File: src/rtl/core/ffl_pkg.sv
// ----------------------------------------------------------------------------
// ffl_pkg: shared types and constants of the first-fit free-list allocator
// Command codes, status codes, the queued item and the sequencer states.
// ----------------------------------------------------------------------------
package ffl_pkg;

  // Command codes on the input channel.
  localparam logic [1:0] CMD_ALLOC = 2'd0;
  localparam logic [1:0] CMD_FREE  = 2'd1;

  // Status codes on the result channel.
  localparam logic [1:0] STATUS_OK     = 2'd0;
  localparam logic [1:0] STATUS_NO_FIT = 2'd1;
  localparam logic [1:0] STATUS_LOST   = 2'd2;

  // Page rounding constants.
  localparam logic [31:0] PAGE_ADD  = 32'h0000_0fff;
  localparam logic [31:0] PAGE_MASK = 32'hffff_f000;

  // Classified operation.
  typedef enum logic [1:0] {
    OP_ALLOC,
    OP_FREE,
    OP_QUERY
  } op_t;

  // One classified command as it waits in the queue.
  typedef struct packed {
    op_t         op;
    logic [31:0] addr;
    logic [31:0] size;
  } item_t;

  // Queue head offered from the front part to the back part.
  typedef struct packed {
    logic  valid;
    item_t item;
  } head_t;

  // Back-end sequencer states.
  typedef enum logic [3:0] {
    S_IDLE,
    S_ARD,
    S_ACHK,
    S_FRD,
    S_FCHK,
    S_FDEC,
    S_DRD,
    S_DWR,
    S_URD,
    S_UWR,
    S_DONE
  } state_t;

endpackage

File: src/rtl/core/ffl_front.sv
// ----------------------------------------------------------------------------
// ffl_front: command intake and classification
// Rounds the size, classifies the command and holds it in a two-entry queue.
// ----------------------------------------------------------------------------
module ffl_front (
  input  logic               clk,
  input  logic               rst_n,
  input  logic               start,
  output logic               busy,
  input  logic [1:0]         in_cmd,
  input  logic [31:0]        in_region_addr,
  input  logic [31:0]        in_region_size,
  input  logic               in_round_to_page,
  output ffl_pkg::head_t     head,
  input  logic               pop
);

  ffl_pkg::item_t q_r [2];
  logic           wr_ptr_r, wr_ptr_nxt;
  logic           rd_ptr_r, rd_ptr_nxt;
  logic [1:0]     fill_r, fill_nxt;
  ffl_pkg::item_t item;
  logic           push;

  // Classification and optional page rounding.
  always_comb begin
    item.addr = in_region_addr;
    item.size = in_round_to_page ?
                ((in_region_size + ffl_pkg::PAGE_ADD) & ffl_pkg::PAGE_MASK) :
                in_region_size;
    unique case (in_cmd)
      ffl_pkg::CMD_ALLOC: item.op = ffl_pkg::OP_ALLOC;
      ffl_pkg::CMD_FREE:  item.op = ffl_pkg::OP_FREE;
      default:            item.op = ffl_pkg::OP_QUERY;
    endcase
  end

  assign busy = (fill_r == 2'd2);
  assign push = start && !busy;
  assign head.valid = (fill_r != 2'd0);
  assign head.item  = q_r[rd_ptr_r];

  // Queue pointers and fill level.
  always_comb begin
    wr_ptr_nxt = push ? ~wr_ptr_r : wr_ptr_r;
    rd_ptr_nxt = pop ? ~rd_ptr_r : rd_ptr_r;
    fill_nxt   = fill_r + {1'b0, push} - {1'b0, pop};
  end

  always_ff @(posedge clk) begin
    if (!rst_n) begin
      wr_ptr_r <= 1'b0;
      rd_ptr_r <= 1'b0;
      fill_r   <= 2'd0;
    end else begin
      wr_ptr_r <= wr_ptr_nxt;
      rd_ptr_r <= rd_ptr_nxt;
      fill_r   <= fill_nxt;
    end
  end

  // Queue storage.
  always_ff @(posedge clk) begin
    if (push) begin
      q_r[wr_ptr_r] <= item;
    end
  end

endmodule

File: config.mk
export PLATFORM = sky130hd
export DESIGN_NAME = ffl_front
export DESIGN_NICKNAME = d
export VERILOG_FILES = /design/src/rtl/core/ffl_pkg.sv /design/src/rtl/core/ffl_front.sv
export SDC_FILE = /design/constraint.sdc
export NUM_CORES = 1
export LEC_CHECK = 0
export ABC_AREA = 1
export BUFFER_PORTS_ARGS = -buffer_cell sky130_fd_sc_hd__buf_2
export CAP_MARGIN = 30
export CELL_PAD_IN_SITES_DETAIL_PLACEMENT = 0
export CELL_PAD_IN_SITES_GLOBAL_PLACEMENT = 1
export CORE_MARGIN = 5
export CORE_UTILIZATION = 46
export DETAILED_ROUTE_END_ITERATION = 12
export PLACE_DENSITY = 0.89
export SLEW_MARGIN = 40
export SYNTH_ARGS = -nofsm -noshare
export SYNTH_HDL_FRONTEND = slang
export SYNTH_SLANG_ARGS = --single-unit
File: constraint.sdc
create_clock -name clk -period 11.5 [get_ports clk]
set_clock_uncertainty 0.1 [all_clocks]
set_input_delay 2.3 -clock clk [delete_from_list [all_inputs] [get_ports clk]]
set_output_delay 2.3 -clock clk [all_outputs]
set_load 0.01 [all_outputs]
==> summary.md <==
Fill cells in the final layout number 1103. By area the synthesized netlist is led by sky130_fd_sc_hd__edfxtp_1, sky130_fd_sc_hd__mux2_2, sky130_fd_sc_hd__nand2_1, sky130_fd_sc_hd__inv_1, sky130_fd_sc_hd__nor2_1. Buffers placed on the I/O ports in this run total 138. The relative area change from synthesis to final layout was 24.8%.

In the synthesized netlist the dominant register cell turns out to be sky130_fd_sc_hd__edfxtp_1. The worst setup path is launched from a register. The repair_antennas step left the layout with diodes totalling 0. The run gives 0 as the number of antenna violations at the first check in global routing. The maximum VDD drop is 0.0864 mV, and the async set-reset flop share out of synthesis is 0%.

Yosys mapped a number of flops with a built-in enable equal to 132. The clock tree synthesis step divided the H-tree into 4 levels. The logs give 0.00289 uW for the leakage power of the design and 31 for the number of distinct library cells after synthesis. The wire length per cell after detailed routing came out at 15.6 um. Global routing used 15.9% of the available tracks across all layers.

The worst setup path is captured at a primary output. After detailed routing, the total wire length is 11.7 mm. The critical path is of the reg2out type. Headroom to the max-slew limit came out at 56.2%.

The source of the worst register-to-register timing path is fill_r[0]. The synthesized design devotes to its leading area cell type 67.9% of total area. For this run, design rule violations remaining after detail routing come to 0.

The detail route stage leaves a number of antenna-violating nets equal to 0. The core region area came out at 0.0125 sq mm. For the total power consumption of the routed design, the log shows 1300 uW. When the netlist entered floorplanning its net count stood at 488. The max-cap violation count was 0.

The highest clock rate is 0.214 GHz, and the ratio of routed vias to standard cells is 4.81. Cells with a size suffix above 1 make up 45.8% of the layout. The number of cells on the worst hold path is 2. The wire-length estimate of the detail-placed layout is 8.39 mm. The number of setup buffers added after CTS is 0. For the pin with the worst max-slew slack, the measured transition is 656 ps. The routed design uses 609 um of met3 wire.

The initial utilization of the core area, before any placement, comes to 46.7%. The path category of the worst min-delay check is reg2reg. Endpoint of the worst hold path: rd_ptr_r. The share of the clock period used by the worst path works out to 40.7%. The worst hold slack across all endpoints came out at 402 ps. The run finished with clean final reports.

The total setup violations reported at the end of the flow is 0. The final design area excluding fillers was 0.00729 sq mm; the die height was 123 um. For this design, the sink count on the clock tree is 137. During synthesis, Yosys emitted a total of 0 warnings. The biggest fanout along the worst timing path was 44. The final hold violation count was 0.

The root buffer cell chosen for the clock tree is sky130_fd_sc_hd__clkbuf_16. Counting the buffers created by CTS gives 17. Counting both buffers and inverters, the worst setup path holds a total of 2.

Dividing the synthesized area by the synthesized cell count gives 14.1 sq um. Setup repair after global routing left no endpoint under its margin. The number of synthesized register bits works out to 137. The data arrival time at the worst-slack endpoint was 2280 ps.

The first global-routing pass estimated 18.4 mm of wire. The cell taking the most area after synthesis was sky130_fd_sc_hd__edfxtp_1. Counting every instance in the synthesized netlist gives 415. Summing every instance area after synthesis gives 0.00584 sq mm. In this run, the number of DRC markers left after iteration 0 of detailed routing was 194.

Hold repair after CTS inserted 0 buffers. The minimum setup slack among reg-to-reg paths came out at 9190 ps. Once placement completed, the tool counted placed cells totaling 717. 139 I/O pins were placed.

In this run, post-CTS repair resized a total of 0 instances. The filler-free cell count of the finished design was 749. For this run, the register share of the synthesized area comes to 69.6%. Before antenna repair, the detailed router went through 4 iterations. Entering global routing, the biggest net connects 46 pins. Highest routing layer actually used: met4. In this run the horizontal extent of the chip is 123 um. The insertion delay to the later sink of the worst-skew pair is 400 ps. The post-place instance area is 0.00672 sq mm, and the largest stage delay on the critical path is 700 ps.

In this run the critical register-to-register path is captured at q_r[1][21]. After global routing the overflow that remains totals 0. No sink is reached through more buffers than the 2 on the longest clock path. Row generation in the floorplan step produced 41 rows. The tools report the number of global-route vias before repair as 3682. The most common cell after layout, fill and taps aside was sky130_fd_sc_hd__buf_2. The detailed route wirelength on metal2 was 5.81 mm.

After layout, the minimum clock period comes to 4680 ps. The tools report the area of the die as 0.0151 sq mm. The run gives 637 as the final net count.

The clock transition at the registers of the reported paths is 60 ps, and the power density over the cells is 178 mW/mm^2. Measured in cells, the most critical reg-to-reg path has a length of 3. At the worst endpoint, the required time is 9100 ps.

In the layout the commonest cells are sky130_fd_sc_hd__buf_2, sky130_fd_sc_hd__edfxtp_1, sky130_fd_sc_hd__mux2_2. Routability-driven placement finished with a final weighted congestion of 0.779. The number of slew-limit violations in the final report is 0. The signal on the critical path passes through buf_4, mux2_2, buf_2.

For this design, the slowest cell found on the critical path is sky130_fd_sc_hd__dfxtp_2. Critical path's top delay family: buffers and inverters. The worst hold path begins at rd_ptr_r. TritonCTS built the clock tree. The routed layout has 3603 vias. Routed metal-1 wirelength: 5.16 mm. Summed over all failing endpoints, the final setup total negative slack is 0 ps.
-- routing by layer --
metal / vias up / global-route usage, %
li1: 1763 / -
met1: 1728 / 20.5
met2: 103 / 26.0
met3: 9 / 4.56
met4: 0 / 5.32
met5: - / 0
-- worst max-delay path by stage --
| stage | startpoint | endpoint | slack [ps] | cells past startpoint |
|---|---|---|---|---|
| 2_1_floorplan | start | q_r[0][0] | 5720 | 2 |
| 3_3_place_gp | register | head[19] | 7230 | 3 |
| 3_5_place_dp | start | q_r[1][27] | 7170 | 4 |
| 4_1_cts | register | head[24] | 6750 | 3 |
| 5_1_grt | register | head[24] | 6670 | 3 |
| 6_report | register | head[40] | 6820 | 3 |
-- kinds of logic after synthesis --
family	share of synthesized area [%]
muxes	12.7
DFF	69.6
and+or+nand+nor	11.1
AOI/OAI and AO/OA	0.771
xor gates and xnor gates	1.35
buffers and inverters	4.03
adders and majority gates	0.428
-- state kept, by name, summed over array words and instances, names as in the netlist, named ones only --
register  count
q_r         132
fill_r        2
rd_ptr_r      1
wr_ptr_r      1
-- worst min-delay path, stage by stage (launching register included) --
cell	delay [ps]
sky130_fd_sc_hd__dfxtp_1	330
sky130_fd_sc_hd__nor2_1	60
sky130_fd_sc_hd__nor2_1	80
-- cell type report --
cell class              instances  area (sq um)  area share, %
clock buffers                  17           425           5.83
multi-input cells             223          1560           21.4
flip-flops and latches        137          4070           55.7
clock inverters                15           151           2.08
well taps                     172           215           2.95
repair buffers                141           713           9.78
inverters                      44           165           2.26
-- per-stage QoR --
| stage | setup slack (ps) | util [%] |
|---|---|---|
| final | 6820 | 58.3 |
| after global routing | 6670 | 58.3 |
| after CTS | 6750 | 58.3 |
| after detailed placement | 7170 | 53.7 |
| after global placement | 7230 | 53.7 |
| after floorplan | 5720 | - |
-- synthesized netlist by cell type, types with 2 or more instances --
master	count
sky130_fd_sc_hd__buf_2	5
sky130_fd_sc_hd__edfxtp_1	132
sky130_fd_sc_hd__dfxtp_1	5
sky130_fd_sc_hd__o21ai_0	3
sky130_fd_sc_hd__nand3_1	17
sky130_fd_sc_hd__mux2_2	66
sky130_fd_sc_hd__nand2_2	6
sky130_fd_sc_hd__nand2_1	49
sky130_fd_sc_hd__nor3_1	3
sky130_fd_sc_hd__inv_2	4
sky130_fd_sc_hd__nor2_2	7
sky130_fd_sc_hd__buf_4	4
sky130_fd_sc_hd__nand3_2	2
sky130_fd_sc_hd__xnor2_1	6
sky130_fd_sc_hd__o21ai_1	3
sky130_fd_sc_hd__ha_1	2
sky130_fd_sc_hd__a21oi_1	3
sky130_fd_sc_hd__xor2_1	3
sky130_fd_sc_hd__nand4_1	8
sky130_fd_sc_hd__inv_1	39
sky130_fd_sc_hd__nor2_1	38
-- power breakdown --
group,internal [uW],total [uW],switching [uW]
Clock,319,517,198
Sequential,605,618,13.7
Combinational,68.0,163,95.4
Total,991,1300,307
Note: power is estimated with default switching activity, not from simulation.
